## src/hw/rtl/wmhp_pkg.sv

```systemverilog
`timescale 1ns / 1ps

package wmhp_pkg;

  localparam int unsigned MAX_FRAME_LEN = 16383;

  localparam logic [14:0] POS_SAT     = 15'h7FFF;
  localparam logic [15:0] MIN_LEN     = 16'd10;
  localparam logic [4:0]  HDR_SHORT   = 5'd24;
  localparam logic [4:0]  HDR_LONG    = 5'd30;
  localparam logic [15:0] FRAME_MAX   = 16'(MAX_FRAME_LEN);
  localparam logic [15:0] PAY_MAX     = 16'd16383;

  localparam logic [14:0] FC_POS      = 15'd0;
  localparam logic [14:0] DUR_POS     = 15'd2;
  localparam logic [14:0] SEQ_POS     = 15'd22;
  localparam logic [14:0] ADDR_BASE [4] = '{15'd4, 15'd10, 15'd16, 15'd24};

  localparam logic [1:0] TYPE_CTRL   = 2'd1;
  localparam logic [1:0] TYPE_DATA   = 2'd2;
  localparam logic [1:0] TYPE_RSVD   = 2'd3;
  localparam logic [3:0] SUB_DATA    = 4'd0;
  localparam logic [3:0] SUB_NULL    = 4'd4;

  typedef enum logic [1:0] {
    ST_OK     = 2'd0,
    ST_SHORT  = 2'd1,
    ST_UNSUP  = 2'd2,
    ST_LONG   = 2'd3
  } status_e;

  typedef struct packed {
    logic [7:0] frame_byte;
    logic       frame_end;
  } in_t;

  typedef struct packed {
    logic [15:0] fc_word;
    logic [15:0] dur_word;
    logic [47:0] address_one;
    logic [47:0] address_two;
    logic [47:0] address_three;
    logic [47:0] address_four;
    logic [15:0] seq_word;
    logic [1:0]  status;
    logic [4:0]  header_length;
    logic [13:0] payload_length;
  } out_t;

endpackage

```

## src/hw/rtl/wifi_mac_header_parser.sv

```systemverilog
`timescale 1ns / 1ps
// The result is registered and appears in the cycle after the transaction that carries frame_end.
// Throughput: one byte per cycle; the byte and the header fields are merged and
// classified in a single register-to-register pass.
// Input stalls only while a result waits and the output is stalled.
// Reset clears the byte position, the captured header fields and the output valid.

module wifi_mac_header_parser
  import wmhp_pkg::*;
(
  input  logic clk_i,
  input  logic rst_ni,
  input  logic in_valid_i,
  output logic in_stall_o,
  input  in_t  in_data_i,
  output logic out_valid_o,
  input  logic out_stall_i,
  output out_t out_data_o
);

  logic [14:0] pos_q, pos_d;
  logic [15:0] fc_q, fc_d;
  logic [15:0] dur_q, dur_d;
  logic [15:0] seq_q, seq_d;
  logic [47:0] addr_q [4];
  logic [47:0] addr_d [4];
  logic        out_valid_q;
  out_t        out_q;
  out_t        res;

  logic        in_acc;
  logic        is_last;
  logic [15:0] len;
  logic [1:0]  ftype;
  logic [3:0]  fsub;
  logic        four;
  logic [4:0]  hl;
  logic [15:0] pay_full;
  status_e     st;

  assign in_stall_o = out_valid_q && out_stall_i;
  assign in_acc     = in_valid_i && !in_stall_o;
  assign is_last    = in_data_i.frame_end;

  always_comb begin
    fc_d  = fc_q;
    dur_d = dur_q;
    seq_d = seq_q;
    for (int k = 0; k < 4; k++) begin
      addr_d[k] = addr_q[k];
    end
    for (int i = 0; i < 2; i++) begin
      if (pos_q == FC_POS + 15'(i)) begin
        fc_d[8*i +: 8] = in_data_i.frame_byte;
      end
      if (pos_q == DUR_POS + 15'(i)) begin
        dur_d[8*i +: 8] = in_data_i.frame_byte;
      end
      if (pos_q == SEQ_POS + 15'(i)) begin
        seq_d[8*i +: 8] = in_data_i.frame_byte;
      end
    end
    for (int k = 0; k < 4; k++) begin
      for (int i = 0; i < 6; i++) begin
        if (pos_q == ADDR_BASE[k] + 15'(i)) begin
          addr_d[k][8*i +: 8] = in_data_i.frame_byte;
        end
      end
    end
    pos_d = (pos_q < POS_SAT) ? pos_q + 15'd1 : pos_q;
  end

  always_comb begin
    len   = {1'b0, pos_q} + 16'd1;
    ftype = fc_d[3:2];
    fsub  = fc_d[7:4];
    four  = (ftype == TYPE_DATA) && fc_d[8] && fc_d[9];
    hl    = four ? HDR_LONG : HDR_SHORT;

    if (len < MIN_LEN) begin
      st = ST_SHORT;
    end else if (ftype == TYPE_CTRL || ftype == TYPE_RSVD) begin
      st = ST_UNSUP;
    end else if (ftype == TYPE_DATA && fsub != SUB_DATA && fsub != SUB_NULL) begin
      st = ST_UNSUP;
    end else if (len < {11'd0, hl}) begin
      st = ST_SHORT;
    end else if (pos_q >= POS_SAT || len > FRAME_MAX) begin
      st = ST_LONG;
    end else begin
      st = ST_OK;
    end

    pay_full = len - {11'd0, hl};

    res.fc_word          = fc_d;
    res.dur_word         = dur_d;
    res.address_one      = addr_d[0];
    res.address_two      = addr_d[1];
    res.address_three    = addr_d[2];
    res.address_four     = four ? addr_d[3] : 48'd0;
    res.seq_word         = seq_d;
    res.status           = st;
    res.header_length    = (st == ST_OK) ? hl : 5'd0;
    if (st != ST_OK) begin
      res.payload_length = 14'd0;
    end else if (pay_full > PAY_MAX) begin
      res.payload_length = PAY_MAX[13:0];
    end else begin
      res.payload_length = pay_full[13:0];
    end
  end

  always_ff @(posedge clk_i or negedge rst_ni) begin
    if (!rst_ni) begin
      pos_q <= '0;
      fc_q  <= '0;
      dur_q <= '0;
      seq_q <= '0;
      for (int k = 0; k < 4; k++) begin
        addr_q[k] <= '0;
      end
    end else if (in_acc) begin
      if (is_last) begin
        pos_q <= '0;
        fc_q  <= '0;
        dur_q <= '0;
        seq_q <= '0;
        for (int k = 0; k < 4; k++) begin
          addr_q[k] <= '0;
        end
      end else begin
        pos_q <= pos_d;
        fc_q  <= fc_d;
        dur_q <= dur_d;
        seq_q <= seq_d;
        for (int k = 0; k < 4; k++) begin
          addr_q[k] <= addr_d[k];
        end
      end
    end
  end

  always_ff @(posedge clk_i or negedge rst_ni) begin
    if (!rst_ni) begin
      out_valid_q <= 1'b0;
    end else if (in_acc && is_last) begin
      out_valid_q <= 1'b1;
    end else if (!out_stall_i) begin
      out_valid_q <= 1'b0;
    end
  end

  always_ff @(posedge clk_i) begin
    if (in_acc && is_last) begin
      out_q <= res;
    end
  end

  assign out_valid_o = out_valid_q;
  assign out_data_o  = out_q;

  a_rise_after_last: assert property (@(posedge clk_i) disable iff (!rst_ni)
    $rose(out_valid_q) |-> $past(in_acc && is_last))
    else $error("result appeared without a final byte");

  a_pos_clear: assert property (@(posedge clk_i) disable iff (!rst_ni)
    (in_acc && is_last) |=> (pos_q == '0 && fc_q == '0))
    else $error("frame state not cleared after final byte");

  a_ok_hdr: assert property (@(posedge clk_i) disable iff (!rst_ni)
    (out_valid_q && out_q.status == ST_OK) |->
      (out_q.header_length == HDR_SHORT || out_q.header_length == HDR_LONG))
    else $error("successful result with bad header length");

  a_fail_pay: assert property (@(posedge clk_i) disable iff (!rst_ni)
    (out_valid_q && out_q.status != ST_OK) |->
      (out_q.payload_length == 14'd0 && out_q.header_length == 5'd0))
    else $error("failed result with nonzero lengths");

endmodule

```

## config.mk

```make
export PLATFORM = sky130hd
export DESIGN_NAME = wifi_mac_header_parser
export DESIGN_NICKNAME = d
export VERILOG_FILES = /design/src/hw/rtl/wmhp_pkg.sv /design/src/hw/rtl/wifi_mac_header_parser.sv
export SDC_FILE = /design/constraint.sdc
export NUM_CORES = 1
export LEC_CHECK = 0
export ABC_AREA = 1
export BUFFER_PORTS_ARGS = -buffer_cell sky130_fd_sc_hd__buf_2
export CORE_MARGIN = 5
export CORE_UTILIZATION = 40
export CTS_CLUSTER_DIAMETER = 150
export DETAILED_ROUTE_END_ITERATION = 12
export RECOVER_POWER = 25
export SYNTH_ARGS = -nofsm -noshare
export SYNTH_HDL_FRONTEND = slang
export SYNTH_SLANG_ARGS = --single-unit
```

## constraint.sdc

```tcl
create_clock -name clk_i -period 13.7 [get_ports clk_i]
set_clock_uncertainty 0.1 [all_clocks]
set_input_delay 2.74 -clock clk_i [delete_from_list [all_inputs] [get_ports clk_i]]
set_output_delay 2.74 -clock clk_i [all_outputs]
set_load 0.02 [all_outputs]
```

==> metrics.txt, run 1 <==
Clock transition at path regs=about 0.06 ns; H-tree depth=2; crit path DAT=approximately 7.2 ns; M1 WL=24800 µm; row count=between 80 and 90; Worst EP required=between 10 and 15 ns; Synth top area share=0.364; met2 wire len=approximately 27000 µm; mux contribution to synthesized area=0; die width=241 µm; FF+latch count, synth=between 500 and 600; Worst Path Buf+Inv=1; Die Y=241 µm; RSZ-0062 raised after global routing=no; Clock Tree Buf Depth=3; Avg WL per Cell=approximately 19 µm; Placed Cells=2807; Cell Area, Synth=between 20000 and 25000 µm²; xor/xnor cell area share of the yosys netlist=0.00288; critical-path maximum fanout=110; final net count=about 2200; CTS sink count=between 500 and 600; Post-Route Utilization=0.472; vias in the first global route=around 15000; Top delay family on crit path=buffers and inverters; Synth Instances=about 2000; syn_nets=around 2000; layout cells sized above 1=0.188; setup bufs post-CTS=0; drt initial violations=approximately 1200; first-pass GRT wire length=85500 µm; hold_ws=about 0.38 ns; CP peak stage delay=4.35 ns; Fillers=between 4000 and 5000; post-synthesis adder-cell area fraction=0.00447; Syn-to-layout area delta=16.7%; headroom to the max-slew limit=-3.23; Synth area leader=edfxtp_1; Slew @ Worst Pin=about 6.3 ns; Inserted Diodes=0; Post-CTS Hold Fix Bufs=0; Die ar.=58000 µm²; port bufs=between 200 and 300; Tot Pwr=approximately 0.0034 W; status=finished, violations left; final setup fails=0; post-synth cell types=38; Synth warnings=0; CTS resizes=0; main combinational cell family by area after synthesis=compound AO/OA/AOI/OAI gates; failing checks=max-capacitance violations, max-slew violations; metal3 WL=roughly 3700 µm; Via density=5.21; Final Hold Viols=0; io pins=276; Crit. End Element=asynchronous set/reset pin; TNS Setup=0 ns; PD cells=about 140 nW/µm²; Pre-antenna DRT Iters=5; largest net degree at the start of global routing=roughly 150; CTS tree=done; Residual DRC=0; worst reg2reg path depth=21; worst skew pair latency=about 0.6 ns; peak supply drop=between 0.00009 and 0.0001 V; area fraction in compound gates after synthesis=0.144; gpl congestion=between 0.8 and 0.9; FF/Latch Area=around 14000 µm²; initial antenna violation count=0; critical path, cell by cell=clkbuf_1; GRT overflow=0; Leakage=roughly 11 nW; max cap viols=1; area of the multi-input gates=5690 µm²; Synth Area in Simple Gates=0.114; HP Class=reg -> reg; HPWL Detailed=36100 µm; core area=about 53000 µm²; initial core utilization=0.404; Post-Syn Area per Cell=between 10 and 15 µm²; max layer used=met4; CP max-delay cell=clkbuf_1; Startpoint Class=input port; Fmax=~0.12 GHz; routed via count=15100; share of the yosys chip area belonging to registers=0.665; Synth area leaders=edfxtp_1 36%, dfrtp_1 30%, inv_1 4.4%; final wirelength=~56000 µm; root buffer cell=clkbuf_16; GRT Overall Usage=0.188; fin cells=2906; fin crit share=0.595; Antenna Nets Post-Route=0; Hold Path Stages=2; CTS buffer count=53; Setup CP Type=in -> async; fin crit period=8.15 ns; Pins Over Slew Limit=around 110; critical path depth=1
==> area by class of cell <==
class | instances | area share
Clock buffer | 74 | 0.0603
Clock inverter | 25 | 0.00881
Inverter | 255 | 0.0387
Multi-Input combinational cell | 1062 | 0.229
Sequential cell | 514 | 0.569
Tap cell | 688 | 0.0346
Timing Repair Buffer | 288 | 0.0593
==> report_power, final <==
| part | switching, W | leakage [nW] | internal [W] |
|---|---|---|---|
| Combinational | 0.000223 | 4.16 | 0.0000677 |
| Sequential | 0.0000244 | 6.04 | 0.00168 |
| Clock | 0.000592 | 0.838 | 0.000820 |
==> kinds of logic after synthesis <==
kind of cell	count (synthesis)
simple gates	545
flops	514
compound gates	502
buf+inv	366
xor+xnor	7
fa+ha+maj	7
other cells	1
==> sequential cells by signal, summed over array words and instances, names as in the netlist <==
register,count
out_data_o,258
addr_q,192
dur_q,16
fc_q,16
seq_q,16
pos_q,15
out_valid_o,1
==> Yosys cell counts <==
master and number:
nor3_4 4, o21ai_1 38, a22o_1 101, edfxtp_1 258, a21oi_1 101, buf_4 7, nand2_4 2, o22ai_1 119
xor2_1 3, o21ai_0 130, xnor2_1 4, fa_1 1, nor2_1 197, nand4_2 1, dfrtp_1 256, nand3_1 36
inv_1 249, conb_1 1, nand2_1 247, o21bai_1 1, nand4_4 2, nand4_1 10, nor2_2 16, nor2_8 1
ha_1 6, buf_2 15, nand3b_1 3, o21ai_2 1, clkbuf_1 73, a21oi_2 1, nand2_2 9, nand3_2 3
buf_6 7, buf_1 9, nor3_2 3, inv_2 6, nor2_4 11, o21a_1 10
==> placed cells by master (no fill, tap or decap), types with 3 or more instances in the layout <==
master       n
nor2_1     194
nor2_2      16
clkbuf_8     5
nor2_4      14
xnor2_1      4
o21ai_1     10
xor2_1       3
ha_1         6
clkinv_1    11
edfxtp_1   258
clkbuf_16   55
nand3_1     36
nand2_2      9
o21a_1      10
dfrtp_1    256
nand4_1     10
inv_1      247
o21ai_0    159
a22o_1     101
buf_2      265
inv_2        6
clkinv_2     7
o22ai_1    119
nor3_4       4
nand3b_1     3
nor3_2       3
buf_4       12
nand3_2      3
bufinv_16    3
nand2_1    247
clkbuf_1    24
a21oi_1    101
==> stage by stage <==
stage	setup WS (ns)	area [µm²]
after floorplan	2.50	21300
after global placement	7.55	23200
after detailed placement	7.52	23200
after CTS	7.70	24900
after global routing	4.17	24900
final	5.55	24900
==> per-layer routing <==
layer | vias to the layer above | track usage
li1 | 7103 | -
met1 | 7508 | 0.270
met2 | 450 | 0.302
met3 | 67 | 0.0341
met4 | 0 | 0.0436
met5 | - | 0
==> path summary, 6_finish.rpt <==
check / startpoint / end / slack, ns
worst max-delay path: rst_ni / fc_q[15] / 5.55
worst min register to register: addr_q[4] / addr_q[4] / 0.38
worst max register to register: pos_q[0] / out_data_o[6] / 9.72
min in group asynchronous: rst_ni / addr_q[150] / 4.40
worst min-delay path: addr_q[4] / addr_q[4] / 0.38
max in group clk_i: in_data_i[3] / out_data_o[6] / 7.60
Note: power is estimated with default switching activity, not from simulation.
==> run 2, diff against run 1 <==
==> constraint.sdc (replaced) <==
create_clock -name clk_i -period 6.6 [get_ports clk_i]
set_clock_uncertainty 0.1 [all_clocks]
set_input_delay 1.32 -clock clk_i [delete_from_list [all_inputs] [get_ports clk_i]]
set_output_delay 1.32 -clock clk_i [all_outputs]
set_load 0.02 [all_outputs]
==> run 2 against run 1 <==
Compared with the run above:
- the run still ends with max-capacitance violations, max-slew violations left
- sequential power is 110% higher
- combinational power is 110% higher
- hold slack gained 0.00082 ns
- cell area is 0.11% higher
- via count about the same
- total power is 110% higher
- setup slack lost 4.0 ns
- non-clock buffer count up 1
==> metrics.txt, run 2 (synthesized netlist as in run 1, its figures left out) <==
Fillers=4893 (was 4811); grt met1 use=0.272 (was 0.270); Slew @ Worst Pin=3.06 ns (was 6.34 ns); port bufs=274 (unchanged); CTS resizes=0 (unchanged); final setup fails=0 (unchanged); max cap viols=1 (unchanged); Fmax=between 0.15 and 0.2 GHz; core area=52700 µm² (unchanged); first-pass GRT wire length=87200 µm (was 85500 µm); Int Power=0.00538 W (was 0.00257 W); Clock Tree Buf Depth=3 (unchanged); layout cells sized above 1=0.189 (was 0.188); Post-CTS Hold Fix Bufs=0 (unchanged); Pre-antenna DRT Iters=5 (unchanged); routed via count=15100 (about the same); fin crit period=about 5 ns; vias in the first global route=14700 (was 14500); gpl congestion=0.809 (was 0.808); headroom to the max-slew limit=-1.04 (was -3.23); max reg flops=258 (unchanged); die width=241 µm (unchanged); setup bufs post-CTS=0 (unchanged); CTS sink count=514 (unchanged); Avg WL per Cell=19.9 µm (was 19.4 µm); PD cells=288 nW/µm² (was 137 nW/µm²); initial antenna violation count=1 (was 0); GRT Overall Usage=0.193 (was 0.188); GR peak layer=met2 (unchanged); fin crit share=0.759; row count=84 (unchanged); root buffer cell=clkbuf_16 (unchanged); peak supply drop=0.000189 V (was 0.0000904 V); Die Y=241 µm (unchanged); Die ar.=58000 µm² (unchanged); Seq pwr share=0.493 (was 0.500); met3 Use GR=0.0483 (was 0.0341); crit path DAT=5.24 ns (was 7.18 ns); DP Area=23200 µm² (about the same); Clock Power Share=0.423 (was 0.414); Final Hold Viols=0 (unchanged); CTS buffer count=54 (was 53); Residual DRC=0 (unchanged); Post-Route Utilization=0.473 (was 0.472); Via density=5.20 (was 5.21); Startpoint Class=flip-flop (was input port); RSZ-0062 raised after global routing=no (unchanged); CTS tree=done (unchanged); final net count=2196 (was 2194); Inserted Diodes=0 (unchanged); status=finished, violations left (unchanged); Syn-to-layout area delta=16.9% (was 16.7%); final wirelength=57800 µm (was 56300 µm); Clock transition at path regs=0.06 ns (about the same); Pins Over Slew Limit=111 (unchanged); Net Switching=0.00180 W (was 0.000839 W); initial core utilization=0.404 (unchanged); critical-path maximum fanout=50 (was 110); most frequent cells in the layout=272 x buf_2, 258 x edfxtp_1, 256 x dfrtp_1 (was 265 x buf_2, 258 x edfxtp_1, 256 x dfrtp_1); HPWL Detailed=36500 µm (was 36100 µm); io pins=276 (unchanged); drt initial violations=1109 (was 1231); Leakage=11.1 nW (was 11.0 nW); Setup CP Type=reg -> reg (was in -> async); switching share of power=0.251 (was 0.246); worst skew pair latency=0.63 ns (was 0.60 ns); combinational share of power=0.084 (was 0.085); failing checks=max-capacitance violations, max-slew violations (unchanged); Worst EP required=6.83 ns (was 12.73 ns); Antenna Nets Post-Route=0 (unchanged); Crit. End Element=flip-flop (was asynchronous set/reset pin); GR Util met2=0.305 (was 0.302); largest net degree at the start of global routing=172 (was 148); Final Cell Area=24900 µm² (about the same); TNS Setup=0 ns (unchanged); H-tree depth=2 (unchanged); HP Class=reg -> reg (unchanged); GRT overflow=0 (unchanged); commonest non-fill, non-tap cell in the layout=buf_2 (unchanged)
## run 2: changes by cell type in the layout (fill, tap and decap cells not counted), sizes merged
cell / before / now
clkbuf: 84 / 83
clkinv: 20 / 13
clkinvlp: 1 / 3
inv: 256 / 257
bufinv: 3 / 4
buf: 278 / 285
## run 2: through the flow
stage	hold WS [ns]	instances	power (W)	setup WS, ns
5_1_grt	0.402	2909	0.00746	1.04
6_report	0.382	2909	0.00718	1.59
2_1_floorplan	0.348	1942	0.00398	0.00801
4_1_cts	0.385	2909	0.00728	2.19
3_3_place_gp	0.362	2808	0.00421	1.62
3_5_place_dp	0.369	2808	0.00422	1.53
## run 2: layout make-up
cell class / instances / area [µm²] / share of cell area
multi-input cells: 1062 / 5630 / 0.226
repair buffers: 289 / 1500 / 0.0603
clock inverters: 22 / 270 / 0.0109
inverters: 255 / 962 / 0.0387
clock buffers: 79 / 1510 / 0.0605
flip-flops and latches: 514 / 14200 / 0.569
well taps: 688 / 861 / 0.0346
## run 2: routing by layer
metal	up-vias	share of wire
met5	-	0.00022
met4	2	0.022
met3	85	0.074
met2	492	0.46
met1	7448	0.44
li1	7108	-
## run 2: worst paths after layout
check	from	to	slack, ns	cells past startpoint
setup reg to reg	pos_q[11]	out_data_o[10]	1.59	19
hold / removal	addr_q[26]	addr_q[26]	0.38	2
hold reg to reg	addr_q[26]	addr_q[26]	0.38	2
min in group asynchronous	rst_ni	addr_q[150]	1.51	1
max in group asynchronous	rst_ni	fc_q[1]	2.87	2
setup / recovery	pos_q[11]	out_data_o[10]	1.59	19
## run 2: power groups by stage
stage,sequential (W),combinational (W),clock (W)
3_3_place_gp,0.00360,0.000613,0
6_report,0.00354,0.000605,0.00304
3_5_place_dp,0.00360,0.000623,0
4_1_cts,0.00354,0.000625,0.00311
5_1_grt,0.00355,0.000659,0.00325
2_1_floorplan,0.00367,0.000306,0
## run 2: worst max-delay path, stage by stage, from the launching register on
cell      delay (ns)
dfrtp_1         0.42
inv_1           0.11
nand3_1         0.08
nor2_1          0.61
inv_2           0.08
nor2_1          0.87
a21oi_1         0.29
nand3_2         0.15
buf_4           0.54
ha_1            0.34
inv_1           0.05
o21bai_1        0.07
nand3_1         0.16
nand4_4         0.13
nor2_4          0.16
nand3b_1        0.09
nand2_1         0.08
nand2_2         0.17
nor2_1          0.14
nor2_1          0.05
==> run 3, diff against run 2 <==
==> constraint.sdc (replaced) <==
create_clock -name clk_i -period 4.4 [get_ports clk_i]
set_clock_uncertainty 0.1 [all_clocks]
set_input_delay 0.88 -clock clk_i [delete_from_list [all_inputs] [get_ports clk_i]]
set_output_delay 0.88 -clock clk_i [all_outputs]
set_load 0.02 [all_outputs]
==> run 3 against run 2 <==
Compared with the run above:
- the run still ends with max-capacitance violations, max-slew violations left
- cell count increased by 0.55%
- cell area increased by 0.97%
- critical path depth increased by 1
- first-iteration DRC count increased by 6.6%
- clock-buffer cell count decreased by 14
- sequential power increased by 50%
- clock power increased by 52%
- global-route usage increased by 0.40 points
- setup slack got worse by 1.1 ns
- combinational power increased by 60%
- critical path type unchanged
- critical endpoint is now out_data_o[13]
- largest power group unchanged
- highest routed layer is now met4
==> metrics.txt, run 3 (synthesized netlist as in run 1, its figures left out) <==
Die ar.=58000 µm² (unchanged); Top delay family on crit path=simple AND/OR/NAND/NOR gates (unchanged); drt initial violations=1182 (was 1109); Residual DRC=0 (unchanged); Clock transition at path regs=0.07 ns (was 0.06 ns); core area=52700 µm² (unchanged); peak supply drop=0.000282 V (was 0.000189 V); hold_ws=0.382 ns (about the same); port bufs=274 (unchanged); Pins Over Slew Limit=91 (was 111); combinational share of power=0.089 (was 0.084); worst slack, placed=0.572 ns (was 1.53 ns); Worst Path Buf+Inv=3 (was 4); final net count=2213 (was 2196); commonest non-fill, non-tap cell in the layout=edfxtp_1 (was buf_2); root buffer cell=clkbuf_16 (unchanged); row count=84 (unchanged); most frequent cells in the layout=258 x edfxtp_1, 256 x dfrtp_1, 247 x nand2_1 (was 272 x buf_2, 258 x edfxtp_1, 256 x dfrtp_1); Die Y=241 µm (unchanged); largest net degree at the start of global routing=106 (was 172); failing checks=max-capacitance violations, max-slew violations (unchanged); Post-Route Utilization=0.477 (was 0.473); CTS tree=done (unchanged); CP peak stage delay=0.44 ns (was 0.87 ns); routed via count=15300 (was 15100); initial antenna violation count=0 (was 1); CP most frequent cell=nor2_1 (unchanged); Slew @ Worst Pin=2.55 ns (was 3.06 ns); Via density=5.24 (was 5.20); Leakage=11.1 nW (about the same); Syn-to-layout area delta=18.0% (was 16.9%); Antenna Nets Post-Route=0 (unchanged); RSZ-0062 raised after global routing=no (unchanged); setup bufs post-CTS=0 (unchanged); HP Start=addr_q[20] (was addr_q[26]); Net Switching=0.00275 W (was 0.00180 W); fin crit period=3.87 ns (was 5.01 ns); Clock Power Share=0.424 (was 0.423); final setup fails=0 (unchanged); final wirelength=59000 µm (was 57800 µm); Startpoint Class=flip-flop (unchanged); first-pass GRT wire length=88700 µm (was 87200 µm); GRT overflow=0 (unchanged); Int Power=0.00813 W (was 0.00538 W); die width=241 µm (unchanged); Critical Path Source=pos_q[8] (was pos_q[11]); max layer used=met4 (was met5); layout cells sized above 1=0.175 (was 0.189); Final Hold Viols=0 (unchanged); max reg flops=258 (unchanged); initial core utilization=0.404 (unchanged); worst skew pair latency=0.61 ns (was 0.63 ns); Setup CP Type=reg -> reg (unchanged); M1 WL=26200 µm (was 25400 µm); met2 wire len=27300 µm (was 26900 µm); FF-to-FF Start=pos_q[8] (was pos_q[11]); GRT Overall Usage=0.197 (was 0.193); headroom to the max-slew limit=-0.703 (was -1.04); Fmax=0.258 GHz (was 0.200 GHz); HP Class=reg -> reg (unchanged); Worst EP required=4.64 ns (was 6.83 ns); max cap viols=1 (unchanged); vias in the first global route=14700 (about the same); status=finished, violations left (unchanged); CTS sink count=514 (unchanged); PD cells=433 nW/µm² (was 288 nW/µm²); critical path, cell by cell=nor2_1 > nand3_1 > nor2_4 > inv_2 > nor2_1 > nor2_1 > a21oi_1 > nand3_2 > inv_1 > ha_1 > fa_1 > inv_1 > nand3_1 > nand4_4 > nor2_4 > nand3_1 > nand2_1 > nand2_2 > nor2_1 > nor2_1 (was inv_1 > nand3_1 > nor2_1 > inv_2 > nor2_1 > a21oi_1 > nand3_2 > buf_4 > ha_1 > inv_1 > o21bai_1 > nand3_1 > nand4_4 > nor2_4 > nand3b_1 > nand2_1 > nand2_2 > nor2_1 > nor2_1); CP max-delay cell=dfrtp_1 (was nor2_1); critical-path maximum fanout=14 (was 50); io pins=276 (unchanged); Inserted Diodes=0 (unchanged); Avg WL per Cell=20.2 µm (was 19.9 µm); H-tree depth=2 (unchanged); Post-CTS Hold Fix Bufs=0 (unchanged); Seq pwr share=0.487 (was 0.493); metal3 WL=4430 µm (was 4250 µm); HPWL Detailed=38400 µm (was 36500 µm); Pre-antenna DRT Iters=5 (unchanged); switching share of power=0.253 (was 0.251); fin crit share=0.880 (was 0.759); gpl congestion=0.831 (was 0.809); PnR worst setup slack=0.526 ns (was 1.59 ns); CTS buffer count=53 (was 54); Crit. End Element=flip-flop (unchanged); crit path DAT=4.12 ns (was 5.24 ns); CTS resizes=0 (unchanged); Clock Tree Buf Depth=3 (unchanged)
run 3: cell count changes in the layout (fill, tap and decap cells not counted), moves of 5 or more:
cell,delta
buf_2,-55
buf_4,+7
clkbuf_8,-5
clkbuf_1,+47
clkinv_1,+5
buf_12,+9
run 3: cell type report:
class | instances | area (µm²)
tap | 688 | 861
multi-input combinational | 1062 | 5690
inverter | 255 | 967
fill | 4785 | 27500
sequential | 514 | 14200
timing repair buffer | 307 | 1680
clock inverter | 34 | 393
clock buffer | 65 | 1380
run 3: per-layer routing:
metal | global-route usage | up-vias
li1 | - | 7156
met1 | 0.285 | 7616
met2 | 0.309 | 487
met3 | 0.0446 | 81
met4 | 0.0429 | 0
met5 | 0 | -
run 3: stage by stage:
step | total power (W) | cell area (µm²) | setup TNS (ns) | std cells
after floorplan | 0.00598 | 21400 | -400.66 | 1942
after global placement | 0.00638 | 23500 | 0 | 2826
after detailed placement | 0.00639 | 23500 | 0 | 2826
after CTS | 0.0110 | 25200 | 0 | 2925
after global routing | 0.0113 | 25100 | 0 | 2925
final | 0.0109 | 25100 | 0 | 2925
run 3: worst register-to-register path: cells and delay by family, from the launching register on:
kind / cells / cell delay [ns]
buffers and inverters: 3 / 0.28
AO/OA/AOI/OAI: 1 / 0.27
flip-flops: 1 / 0.44
AND/OR/NAND/NOR: 14 / 2.09
adder cells (fa/ha/maj): 2 / 0.42
run 3: power by group through the flow:
| stage | clock [W] | sequential, W | combinational [W] |
|---|---|---|---|
| 2_1_floorplan | 0 | 0.00551 | 0.000464 |
| 3_3_place_gp | 0 | 0.00539 | 0.000985 |
| 3_5_place_dp | 0 | 0.00539 | 0.000999 |
| 4_1_cts | 0.00471 | 0.00530 | 0.00100 |
| 5_1_grt | 0.00490 | 0.00531 | 0.00106 |
| 6_report | 0.00461 | 0.00530 | 0.000971 |
run 3: path summary, 6_finish.rpt:
check	end	slack, ns	depth (start not counted)
setup / recovery	out_data_o[13]	0.53	20
max in group asynchronous	addr_q[6]	0.96	2
hold / removal	addr_q[20]	0.38	2
min in group asynchronous	addr_q[157]	0.89	1
setup reg to reg	out_data_o[13]	0.53	20
hold reg to reg	addr_q[20]	0.38	2
